==> src/rtl/goe_pkg.sv <==
`timescale 1ns / 1ps
// Shared constants, types and helper functions of the glyph outline expander.
// Used by every module under rtl; depends on nothing else.
package goe_pkg;

  localparam int GridSize = 16;
  localparam int RowW     = 32;
  localparam int PackW    = 2 * GridSize;
  localparam int WidthW   = 5;
  localparam int CntW     = $clog2(GridSize + 1);
  localparam int ShiftW   = $clog2(PackW + 1);
  localparam int QDepth   = 4;
  localparam int QPtrW    = $clog2(QDepth);
  localparam int QCntW    = $clog2(QDepth + 1);

  localparam logic [1:0] CodeEmpty = 2'd0;
  localparam logic [1:0] CodeInk   = 2'd1;
  localparam logic [1:0] CodeEdge  = 2'd2;

  typedef struct packed {
    logic ink;
    logic left;
    logic right;
    logic up;
    logic down;
    logic en;
  } nbr_t;

  typedef struct packed {
    logic             last;
    logic [PackW-1:0] packed_row;
  } result_t;

  function automatic logic [GridSize-1:0] width_mask(input logic [WidthW-1:0] w);
    logic [GridSize-1:0] m;
    m = '0;
    for (int i = 0; i < GridSize; i++) begin
      m[GridSize-1-i] = (i < int'(w));
    end
    return m;
  endfunction

endpackage

==> src/rtl/goe_lane.sv <==
`timescale 1ns / 1ps
// One pixel lane: turns a pixel and its four neighbors into a 2-bit code.
// Depends on goe_pkg.
module goe_lane (
  input  goe_pkg::nbr_t   nbr_i,
  output logic [1:0]      code_o
);
  import goe_pkg::*;

  always_comb begin
    if (nbr_i.ink && nbr_i.en) begin
      code_o = CodeInk;
    end else if (nbr_i.en && (nbr_i.left || nbr_i.right || nbr_i.up || nbr_i.down)) begin
      code_o = CodeEdge;
    end else begin
      code_o = CodeEmpty;
    end
  end

endmodule

==> src/rtl/goe_row_pack.sv <==
`timescale 1ns / 1ps
// A row of pixel lanes over a three-row window, merged into one right-aligned packed row.
// Depends on goe_pkg and goe_lane.
module goe_row_pack (
  input  logic [goe_pkg::GridSize-1:0] above_i,
  input  logic [goe_pkg::GridSize-1:0] cur_i,
  input  logic [goe_pkg::GridSize-1:0] below_i,
  input  logic [goe_pkg::GridSize-1:0] mask_i,
  input  logic [goe_pkg::ShiftW-1:0]   shift_i,
  output logic [goe_pkg::PackW-1:0]    packed_o
);
  import goe_pkg::*;

  logic [GridSize-1:0] above_m;
  logic [GridSize-1:0] cur_m;
  logic [GridSize-1:0] below_m;
  logic [GridSize-1:0] cur_hi;
  logic [GridSize-1:0] cur_lo;
  logic [PackW-1:0]    full;

  assign above_m = above_i & mask_i;
  assign cur_m   = cur_i & mask_i;
  assign below_m = below_i & mask_i;
  assign cur_hi  = {1'b0, cur_m[GridSize-1:1]};
  assign cur_lo  = {cur_m[GridSize-2:0], 1'b0};

  for (genvar k = 0; k < GridSize; k++) begin : g_lane
    nbr_t nbr;
    assign nbr.ink   = cur_m[k];
    assign nbr.left  = cur_hi[k];
    assign nbr.right = cur_lo[k];
    assign nbr.up    = above_m[k];
    assign nbr.down  = below_m[k];
    assign nbr.en    = mask_i[k];

    goe_lane u_lane (
      .nbr_i  (nbr),
      .code_o (full[2*k+1:2*k])
    );
  end

  assign packed_o = full >> shift_i;

endmodule

==> src/rtl/goe_outq.sv <==
`timescale 1ns / 1ps
// Four-entry result queue that takes up to two results per cycle and hands out one per cycle while ready_i is high.
// Depends on goe_pkg.
module goe_outq (
  input  logic                      clk_i,
  input  logic                      rst_ni,
  input  logic [1:0]                push_cnt_i,
  input  goe_pkg::result_t          push0_i,
  input  goe_pkg::result_t          push1_i,
  output logic                      room_o,
  output logic                      valid_o,
  input  logic                      ready_i,
  output goe_pkg::result_t          head_o
);
  import goe_pkg::*;

  result_t           mem_q [QDepth];
  logic [QPtrW-1:0]  wr_ptr_q, wr_ptr_d;
  logic [QPtrW-1:0]  rd_ptr_q, rd_ptr_d;
  logic [QCntW-1:0]  count_q, count_d;
  logic              pop;

  assign valid_o = (count_q != '0);
  assign room_o  = (count_q <= QCntW'(QDepth - 2));
  assign head_o  = mem_q[rd_ptr_q];
  assign pop     = valid_o && ready_i;

  always_comb begin
    wr_ptr_d = wr_ptr_q + QPtrW'(push_cnt_i);
    rd_ptr_d = rd_ptr_q + QPtrW'(pop);
    count_d  = count_q + QCntW'(push_cnt_i) - QCntW'(pop);
  end

  always_ff @(posedge clk_i or negedge rst_ni) begin
    if (!rst_ni) begin
      wr_ptr_q <= '0;
      rd_ptr_q <= '0;
      count_q  <= '0;
    end else begin
      wr_ptr_q <= wr_ptr_d;
      rd_ptr_q <= rd_ptr_d;
      count_q  <= count_d;
    end
  end

  always_ff @(posedge clk_i) begin
    if (push_cnt_i != 2'd0) begin
      mem_q[wr_ptr_q] <= push0_i;
    end
    if (push_cnt_i == 2'd2) begin
      mem_q[wr_ptr_q + QPtrW'(1)] <= push1_i;
    end
  end

  a_count_bound: assert property (@(posedge clk_i) disable iff (!rst_ni)
    count_q <= QCntW'(QDepth))
    else $error("result queue count exceeds depth");

  a_push_room: assert property (@(posedge clk_i) disable iff (!rst_ni)
    push_cnt_i != 2'd0 |-> count_q <= QCntW'(QDepth - 2))
    else $error("result pushed without room for two");

  a_ptr_track: assert property (@(posedge clk_i) disable iff (!rst_ni)
    QPtrW'(wr_ptr_q - rd_ptr_q) == count_q[QPtrW-1:0])
    else $error("queue pointers disagree with count");

endmodule

==> src/rtl/glyph_outline_expander.sv <==
`timescale 1ns / 1ps
// Top level of the glyph outline expander: row window, two lane banks and result queue.
// Depends on goe_pkg, goe_row_pack and goe_outq.
//
// Usage: a 1-bit glyph enters one row per request on the s_axis channel, pixel 0 in
// tdata bit 31, with tlast on the final row of the glyph. Each row comes back on the
// m_axis channel as 2-bit pixels (0 empty, 1 ink, 2 outline) packed leftmost first in
// the low 2*width bits of tdata. A row is released when the row below it arrives; the
// final row, or the sixteenth, is released on its own request with tlast set, so one
// request yields zero, one or two results. Rows after the sixteenth are dropped until
// the row that carries tlast.
// Results are registered in the result queue. Throughput is one row per cycle while
// s_axis_tready is high; both results of a request are computed in the same cycle by
// two banks of sixteen pixel lanes and written together into a four-entry result queue.
// s_axis_tready stays high while the queue holds at most two results, so a stalled
// receiver back-pressures the sender after at most four results are waiting.
// Reset clears the row window and the queue and sets the glyph width to 16. The width
// is written through cfg_we_i and cfg_wdata_i while no request is in flight.
module glyph_outline_expander (
  input  logic                         clk_i,
  input  logic                         rst_ni,
  input  logic                         cfg_we_i,
  input  logic [goe_pkg::WidthW-1:0]   cfg_wdata_i,
  input  logic                         s_axis_tvalid,
  output logic                         s_axis_tready,
  input  logic [goe_pkg::RowW-1:0]     s_axis_tdata,  // row_bits[31:0]
  input  logic                         s_axis_tlast,
  output logic                         m_axis_tvalid,
  input  logic                         m_axis_tready,
  output logic [goe_pkg::PackW-1:0]    m_axis_tdata,  // packed_row[31:0]
  output logic                         m_axis_tlast
);
  import goe_pkg::*;

  logic [WidthW-1:0]   width_q;
  logic [GridSize-1:0] above_q;
  logic [GridSize-1:0] pending_q;
  logic [CntW-1:0]     rows_seen_q;

  logic [WidthW-1:0]   used_w;
  logic [GridSize-1:0] mask;
  logic [ShiftW-1:0]   shift;
  logic [GridSize-1:0] row_in;
  logic [GridSize-1:0] row_new;
  logic [GridSize-1:0] next_above;
  logic                accept;
  logic                started;
  logic                full_glyph;
  logic                hits_limit;
  logic                push_a;
  logic                push_b;
  logic [1:0]          push_cnt;
  logic [PackW-1:0]    pack_a;
  logic [PackW-1:0]    pack_b;
  result_t             res_a;
  result_t             res_b;
  result_t             push0;
  result_t             head;
  logic                room;

  assign used_w     = (width_q > WidthW'(GridSize)) ? WidthW'(GridSize) : width_q;
  assign mask       = width_mask(used_w);
  assign shift      = ShiftW'(PackW) - ShiftW'({used_w, 1'b0});
  assign row_in     = s_axis_tdata[RowW-1 -: GridSize];
  assign row_new    = row_in & mask;
  assign started    = (rows_seen_q != '0);
  assign full_glyph = (rows_seen_q >= CntW'(GridSize));
  assign hits_limit = (rows_seen_q == CntW'(GridSize - 1));
  assign next_above = started ? pending_q : '0;

  assign s_axis_tready = room;
  assign accept        = s_axis_tvalid && s_axis_tready;
  assign push_a        = accept && !full_glyph && started;
  assign push_b        = accept && !full_glyph && (s_axis_tlast || hits_limit);
  assign push_cnt      = {1'b0, push_a} + {1'b0, push_b};

  goe_row_pack u_pack_a (
    .above_i  (above_q),
    .cur_i    (pending_q),
    .below_i  (row_in),
    .mask_i   (mask),
    .shift_i  (shift),
    .packed_o (pack_a)
  );

  goe_row_pack u_pack_b (
    .above_i  (next_above),
    .cur_i    (row_new),
    .below_i  ('0),
    .mask_i   (mask),
    .shift_i  (shift),
    .packed_o (pack_b)
  );

  assign res_a.packed_row = pack_a;
  assign res_a.last       = 1'b0;
  assign res_b.packed_row = pack_b;
  assign res_b.last       = 1'b1;
  assign push0            = push_a ? res_a : res_b;

  goe_outq u_outq (
    .clk_i      (clk_i),
    .rst_ni     (rst_ni),
    .push_cnt_i (push_cnt),
    .push0_i    (push0),
    .push1_i    (res_b),
    .room_o     (room),
    .valid_o    (m_axis_tvalid),
    .ready_i    (m_axis_tready),
    .head_o     (head)
  );

  assign m_axis_tdata = head.packed_row;
  assign m_axis_tlast = head.last;

  always_ff @(posedge clk_i or negedge rst_ni) begin
    if (!rst_ni) begin
      width_q <= WidthW'(GridSize);
    end else if (cfg_we_i) begin
      width_q <= cfg_wdata_i;
    end
  end

  always_ff @(posedge clk_i or negedge rst_ni) begin
    if (!rst_ni) begin
      above_q     <= '0;
      pending_q   <= '0;
      rows_seen_q <= '0;
    end else if (accept) begin
      if (s_axis_tlast) begin
        above_q     <= '0;
        pending_q   <= '0;
        rows_seen_q <= '0;
      end else if (!full_glyph) begin
        above_q     <= next_above;
        pending_q   <= row_new;
        rows_seen_q <= rows_seen_q + CntW'(1);
      end
    end
  end

  a_rows_bound: assert property (@(posedge clk_i) disable iff (!rst_ni)
    rows_seen_q <= CntW'(GridSize))
    else $error("row count beyond grid height");

  a_last_clears: assert property (@(posedge clk_i) disable iff (!rst_ni)
    accept && s_axis_tlast |=> rows_seen_q == '0 && pending_q == '0 && above_q == '0)
    else $error("glyph state not cleared after final row");

  a_drop_silent: assert property (@(posedge clk_i) disable iff (!rst_ni)
    full_glyph |-> push_cnt == 2'd0)
    else $error("result produced for a row past the grid");

endmodule

==> config.mk <==
export PLATFORM = sky130hd
export DESIGN_NAME = glyph_outline_expander
export DESIGN_NICKNAME = d
export VERILOG_FILES = /design/src/rtl/goe_pkg.sv /design/src/rtl/goe_lane.sv /design/src/rtl/goe_row_pack.sv /design/src/rtl/goe_outq.sv /design/src/rtl/glyph_outline_expander.sv
export SDC_FILE = /design/constraint.sdc
export NUM_CORES = 1
export LEC_CHECK = 0
export BUFFER_PORTS_ARGS = -buffer_cell sky130_fd_sc_hd__buf_4
export CAP_MARGIN = 20
export CORE_MARGIN = 2
export CORE_UTILIZATION = 50
export CTS_BUF_LIST = sky130_fd_sc_hd__clkbuf_4
export CTS_CLUSTER_DIAMETER = 40
export DETAILED_ROUTE_END_ITERATION = 12
export PLACE_DENSITY = 0.7
export SYNTH_ARGS = -nofsm -noshare
export SYNTH_HDL_FRONTEND = slang
export SYNTH_SLANG_ARGS = --single-unit
==> constraint.sdc <==
create_clock -name clk_i -period 3.74 [get_ports clk_i]
set_input_delay 0.374 -clock clk_i [delete_from_list [all_inputs] [get_ports clk_i]]
set_output_delay 0.374 -clock clk_i [all_outputs]
set_load 0.03 [all_outputs]
==> results of run 1 <==
==> per-layer routing <==
layer	vias to the layer above	routed length (µm)
met5	-	0
met4	0	1810
met3	126	4920
met2	844	20900
met1	5711	17000
li1	5107	-
==> cells in the final DEF, fill, tap and decap left out, types with 16 or more instances in the layout <==
| cell | instances |
|---|---|
| o22ai_1 | 81 |
| mux4_2 | 49 |
| a211oi_1 | 25 |
| clkbuf_4 | 18 |
| o21ai_0 | 79 |
| nor3_1 | 45 |
| nor2_1 | 80 |
| edfxtp_1 | 128 |
| a22o_1 | 28 |
| a22oi_1 | 27 |
| a21oi_1 | 43 |
| nand3_1 | 37 |
| o211ai_1 | 21 |
| inv_1 | 16 |
| o2bb2ai_1 | 16 |
| nand2_1 | 97 |
| dfrtp_1 | 45 |
| buf_4 | 150 |
==> logic make-up (layout without fill, tap and decap cells) <==
family	after synthesis	in the layout
other	0	1
adders and majority gates	12	12
AOI/OAI and AO/OA	478	478
and+or+nand+nor	345	345
buffers and inverters	138	214
xor gates and xnor gates	7	7
muxes	69	69
DFF	181	181
==> worst max path at each step <==
stage | cells past startpoint | startpoint | endpoint
2_1_floorplan | 14 | rows_seen_q[0] | u_outq.mem_q[1][0]
3_3_place_gp | 9 | width_q[1] | u_outq.mem_q[3][5]
3_5_place_dp | 8 | width_q[4] | u_outq.mem_q[3][6]
4_1_cts | 9 | width_q[1] | u_outq.mem_q[3][5]
5_1_grt | 8 | width_q[4] | u_outq.mem_q[3][6]
6_report | 8 | width_q[3] | u_outq.mem_q[3][6]
==> synthesized netlist by cell type (all sizes together) (16+ instances only) <==
library cell	number	area [µm²]
nor2	80	300
o2bb2ai	16	140
edfxtp	128	3840
clkbuf	77	289
nand2	101	379
dfrtp	48	1200
o21ai	84	420
a22o	29	263
nor3	46	230
a22oi	28	224
a211oi	25	188
buf	42	210
mux4	49	1100
o22ai	81	507
o211ai	21	158
inv	17	63.8
a21oi	44	220
nand3	37	185
==> sequential cells by signal (all words and copies together) (netlist names) <==
| name | flops |
|---|---|
| u_outq.mem_q | 132 |
| above_q | 16 |
| pending_q | 16 |
| rows_seen_q | 5 |
| width_q | 5 |
| u_outq.count_q | 3 |
| u_outq.rd_ptr_q | 2 |
| u_outq.wr_ptr_q | 2 |
==> per-stage QoR <==
| step | instances | power [W] | worst slack, ps | utilization, % |
|---|---|---|---|---|
| floorplan | 1230 | 0.00602 | 14.2 | - |
| global placement | 1592 | 0.00774 | 312 | 55.9 |
| detailed placement | 1592 | 0.00781 | 291 | 55.9 |
| CTS | 1630 | 0.00901 | 189 | 57.4 |
| global route | 1631 | 0.00950 | 42.2 | 57.5 |
| finish | 1631 | 0.00911 | 79.0 | 57.5 |
==> critical path, stage by stage (launching register included) <==
cell and delay [ps]:
dfrtp_1 660, buf_4 280, a2111o_1 250, nand2_1 180
mux4_2 530, o21ai_0 950, a21oi_1 350, a21o_1 250
o21ai_0 60
==> layout make-up <==
type / instances / area [µm²]
repair buffers: 163 / 1330
clock inverters: 14 / 161
flip-flops and latches: 181 / 5150
fillers: 2127 / 10300
diodes: 1 / 2.50
well taps: 324 / 405
multi-input cells: 911 / 6670
inverters: 19 / 71.3
clock buffers: 18 / 135
==> power groups by stage <==
stage / Combinational (W) / Clock [W] / Sequential [W]
floorplan: 0.00330 / 0 / 0.00272
global placement: 0.00477 / 0 / 0.00298
detailed placement: 0.00482 / 0 / 0.00300
CTS: 0.00484 / 0.00122 / 0.00295
global route: 0.00519 / 0.00129 / 0.00302
finish: 0.00494 / 0.00120 / 0.00296
==> repair_timing <==
item / 4_1_cts / 5_1_grt
buffers inserted: 0 / 0
hold endpoints to repair: 52 / 0
endpoints found under the setup margin: 0 / 8
hold buffers: 6 / 0
resized for setup: 0 / 3
==> reports/summary.txt, run 1 <==
Mux cell area share after synthesis - 10.6%
Grt met2 use - 56.5%
Setup Skew - 41.1 ps
Clk network pwr share - 13.2%
Xor and xnor fraction of the mapped netlist area - 0.497%
Yosys reg bits - 181
R2R Setup Slk - 80 ps
TritonCTS Buffers - 17
Avg Synthesized Cell Area - 10.0 µm²
Kind of end point of the critical path - flop
CP required - 4190 ps
Status - complete, no violations
Int Power - 0.00483 W
Syn-to-layout area delta - 12.8%
Gpl congestion - 1.05
Main combinational cell family by area after synthesis - compound AO/OA/AOI/OAI gates
Die height - 161 µm
Vias/cell - 7.23
RR Startpoint - width_q[3]
Crit share post-route - 97.9%
Min Hold Slack - 16.3 ps
Die Wd - 161 µm
Critical Path Start Type - flop
Post-route cell area - 13900 µm²
Number of global-route vias before repair - 11.2k
Rows - 57
Max Cap Viol - 0
Hold Path Depth - 3
Critical path type - flop to flop
Worst-Skew Late Latency - 600 ps
Pwr dens - 654 nW/µm²
First-pass GRT wire length - 68.3 mm
Nets - 1348
Detail Route Antenna Nets - 0
Die area - 26000 µm²
CTS HTree Levels - 4
Compound-cell area share of the yosys netlist - 28.0%
R2r worst-path depth - 8
Post-synth ARST share - 27.1%
Hold path endpoint - width_q[0]
Sw Pwr - 0.00428 W
Sequential share of the synthesized area - 41.7%
Initial core utilization - 50.9%
Gate power share - 54.3%
Core Footprint - 24200 µm²
Ys Warns - 0
Post-synth EDFFs - 128
Worst Path Arrival - 4110 ps
Antenna violations before repair - 1
CTS root buffer - clkbuf_4
M1 GR Usage - 47.1%
Commonest register cell after synthesis - edfxtp_1
Peak Freq - 273 MHz
Final Setup Violations - 0
Deepest clock path buffer count - 2
Setup_tns - 0 ps
Yosys cell types - 92
Met3 Track Usage GR - 5.55%
Sequential share of power - 32.6%
DRC - 0
Iteration-0 DRC Markers - 1823
Hold Crit Start - cfg_wdata_i[0]
Fin. Hold Viols - 0
Worst-case vdd ir drop - 0.333 mV
CTS tree - yes
I/O Buffers - 61
Adder-Cell Fraction of Synth Area - 1.28%
Mapped Nets - 1285
Post-Syn Area - 12300 µm²
I/O pins - 78
Slew @ Worst Pin - 1200 ps
Grt ovf - 0
Slew HR - 19.0%
Simple-gate area share of the yosys netlist - 13.3%
Max-slew violations - 0
Layout cells sized above 1 - 21.1%
Sw frac - 47.0%
Hold Path Class - input pin to flop
RSZ-0062 raised after global routing - false
Dpl cell area - 13600 µm²
Post-DP HPWL - 32.7 mm
Tot GR Track Use - 34.7%
Clk sinks - 181
DR vias - 11.8k
Reg2reg end - u_outq.mem_q[3][6]
DR WL/cell - 27.3 µm
Min cycle time layout - 3660 ps
Leakage power - 4.87 nW
Router iterations before antenna repair - 8
Top Usage Layer GRT - met2
Routed wire length - 44.6 mm
Largest net degree at the start of global routing - 56
Mapped Cells - 1230
Crit-path max FO - 14
Clock transition at path regs - 180 ps
No activity file was read; power rests on OpenSTA's default activity.
==> run 2: changes to the inputs <==
--- a/constraint.sdc
+++ b/constraint.sdc
@@ -3,2 +3,2 @@
 set_output_delay 0.374 -clock clk_i [all_outputs]
-set_load 0.03 [all_outputs]
+set_load 0.02 [all_outputs]
==> run 2 against run 1 <==
Against the previous run:
- sequential share of layout area grew 0.11 points
- cell count shrank 0.67%
- wire length rose by 1.4%
- fmax increased by 0.38%
- largest power group unchanged
- highest routed layer unchanged
- total power decreased by 3.0%
- sequential power about the same
- die area unchanged
- worst hold slack improved by 49 ps
- combinational power down 4.7%
- cell area fell by 0.34%
- global-route usage up 0.33 points
- largest cell class unchanged
==> reports/summary.txt, run 2 (synthesized netlist as in run 1, its figures left out) <==
Worst-Skew Late Latency - 600 ps (about the same)
Min Hold Slack - 65.3 ps (was 16.3 ps)
Detail Route Antenna Nets - 0 (unchanged)
Worst-case vdd ir drop - 0.314 mV (was 0.333 mV)
Hold Path Class - input pin to flop (unchanged)
Post-DP HPWL - 33.3 mm (was 32.7 mm)
CP required - 4080 ps (was 4190 ps)
Die Wd - 161 µm (unchanged)
DR WL/cell - 27.9 µm (was 27.3 µm)
Status - complete, no violations (unchanged)
Kind of end point of the critical path - flop (unchanged)
Setup WS pre-CTS - 166 ps (was 291 ps)
I/O pins - 78 (unchanged)
TritonCTS Buffers - 17 (unchanged)
Kind of cell adding the most delay to the critical path - buffers and inverters (was compound AO/OA/AOI/OAI gates)
Die height - 161 µm (unchanged)
Tot GR Track Use - 35.0% (was 34.7%)
RSZ-0062 raised after global routing - false (unchanged)
Router iterations before antenna repair - 8 (unchanged)
I/O Buffers - 61 (unchanged)
Number of global-route vias before repair - 10.9k (was 11.2k)
Core Footprint - 24200 µm² (unchanged)
Gpl congestion - 1.02 (was 1.05)
Critical Path Start Type - flop (unchanged)
Vias/cell - 7.18 (was 7.23)
Worst path cell trace - nor2b_4 -> inv_2 -> ha_1 -> buf_4 -> xnor2_2 -> buf_4 -> buf_4 -> nor2_1 -> a22oi_1 -> a21boi_0 -> buf_4 -> o22ai_1 (was buf_4 -> a2111o_1 -> nand2_1 -> mux4_2 -> o21ai_0 -> a21oi_1 -> a21o_1 -> o21ai_0)
Slowest-stage cell, CP - dfrtp_1 (was o21ai_0)
Largest Register - u_outq.mem_q (unchanged)
Commonest non-fill, non-tap cells in the layout - buf_4 (135), edfxtp_1 (128), nand2_1 (97) (was buf_4 (150), edfxtp_1 (128), nand2_1 (97))
CTS tree - yes (unchanged)
Deepest clock path buffer count - 2 (unchanged)
Commonest non-fill, non-tap cell in the layout - buf_4 (unchanged)
Iteration-0 DRC Markers - 1497 (was 1823)
Slew @ Worst Pin - 895 ps (was 1200 ps)
Die area - 26000 µm² (unchanged)
First-pass GRT wire length - 69.2 mm (was 68.3 mm)
DRC - 0 (unchanged)
Final Setup Violations - 0 (unchanged)
Grt ovf - 0 (unchanged)
Layout cells sized above 1 - 20.2% (was 21.1%)
Slew HR - 39.8% (was 19.0%)
Syn-to-layout area delta - 12.4% (was 12.8%)
Worst Path Arrival - 3990 ps (was 4110 ps)
Clk sinks - 181 (unchanged)
Largest net degree at the start of global routing - 61 (was 56)
Min cycle time layout - 3650 ps (was 3660 ps)
CTS root buffer - clkbuf_4 (unchanged)
DR vias - 11.6k (was 11.8k)
CP dominant cell by count - buf_4 (was o21ai_0)
Buf/Inv on CP - 5 (was 1)
Routed wire length - 45.2 mm (was 44.6 mm)
Final worst setup slack - 93.0 ps (was 79.0 ps)
Fin. Hold Viols - 0 (unchanged)
Setup_tns - 0 ps (unchanged)
Max incr delay on CP - 550 ps (was 950 ps)
Pwr dens - 636 nW/µm² (was 654 nW/µm²)
Initial core utilization - 50.9% (unchanged)
Critical path type - flop to flop (unchanged)
Setup Skew - 33.4 ps (was 41.1 ps)
Max-slew violations - 0 (unchanged)
Crit share post-route - 97.5% (was 97.9%)
CTS HTree Levels - 4 (unchanged)
Non-filler cells, final - 1620 (was 1631)
Leading registers by flop count - u_outq.mem_q (132), above_q (16), pending_q (16) (unchanged)
DP Cell Count - 1580 (was 1592)
Max reg flops - 132 (unchanged)
Max Cap Viol - 0 (unchanged)
Antenna violations before repair - 1 (unchanged)
Leakage power - 4.83 nW (was 4.87 nW)
Crit-path max FO - 12 (was 14)
Clock transition at path regs - 190 ps (was 180 ps)
Nets - 1337 (was 1348)
Peak Freq - 274 MHz (was 273 MHz)
Power, Total - 0.00883 W (was 0.00911 W)
Rows - 57 (unchanged)
-- run 2: changes by cell type in the layout (fill, tap and decap cells not counted), moves of 2 or more --
| cell | change |
|---|---|
| buf_4 | -15 |
| clkinv_8 | +5 |
| buf_12 | +3 |
| bufinv_16 | -2 |
| clkinv_4 | +2 |
| dfrtp_1 | +2 |
| dfrtp_2 | -2 |
| inv_6 | -2 |
-- run 2: final cells by class --
cell class	count	area, µm²
Antenna cell	1	2.50
Clock buffer	17	128
Clock inverter	15	176
Fill cell	2161	10400
Inverter	19	71.3
Multi-Input combinational cell	911	6660
Sequential cell	181	5150
Tap cell	324	405
Timing Repair Buffer	152	1280
-- run 2: per-stage QoR --
step,cell area [µm²],utilization (%)
4_1_cts,13900,57.2
5_1_grt,13900,57.3
2_1_floorplan,12400,-
6_report,13900,57.3
3_3_place_gp,13500,55.7
3_5_place_dp,13500,55.7
-- run 2: worst reg2reg max path: stages, from the launching register on --
cell      delay (ps)
dfrtp_1          550
nor2b_4          220
inv_2             60
ha_1             270
buf_4            200
xnor2_2          550
buf_4            310
buf_4            170
nor2_1           140
a22oi_1          240
a21boi_0         390
buf_4            200
o22ai_1           90
-- run 2: final timing paths --
check                               startpoint                  end  slack, ps  cells past startpoint
hold reg to reg            u_outq.mem_q[0][32]  u_outq.mem_q[0][32]        500                      1
max in group asynchronous               rst_ni   u_outq.rd_ptr_q[0]       2980                      2
setup / recovery                    width_q[0]   u_outq.mem_q[1][9]         90                     12
setup reg to reg                    width_q[0]   u_outq.mem_q[1][9]         90                     12
hold / removal                    s_axis_tlast       rows_seen_q[3]         70                      4
min in group asynchronous               rst_ni        pending_q[15]        290                      2
-- run 2: power by group --
part / leakage [nW] / switching (W) / total (W) / internal (W)
Clock: 0.160 / 0.000865 / 0.00118 / 0.000317
Combinational: 2.79 / 0.00289 / 0.00471 / 0.00182
Sequential: 1.88 / 0.000396 / 0.00294 / 0.00254
-- run 2: metal layers --
layer	wire length, µm	vias up	GRT usage, %
met5	0	-	0
met4	1640	0	11.2
met3	4230	115	5.60
met2	21000	767	55.8
met1	18300	5666	49.4
li1	-	5090	-
-- run 2: what timing repair did --
item	in CTS	in global routing
hold endpoints to repair	53	0
setup buffers	0	0
hold buffers	7	0
resized for setup	0	2
endpoints found under the setup margin	0	6
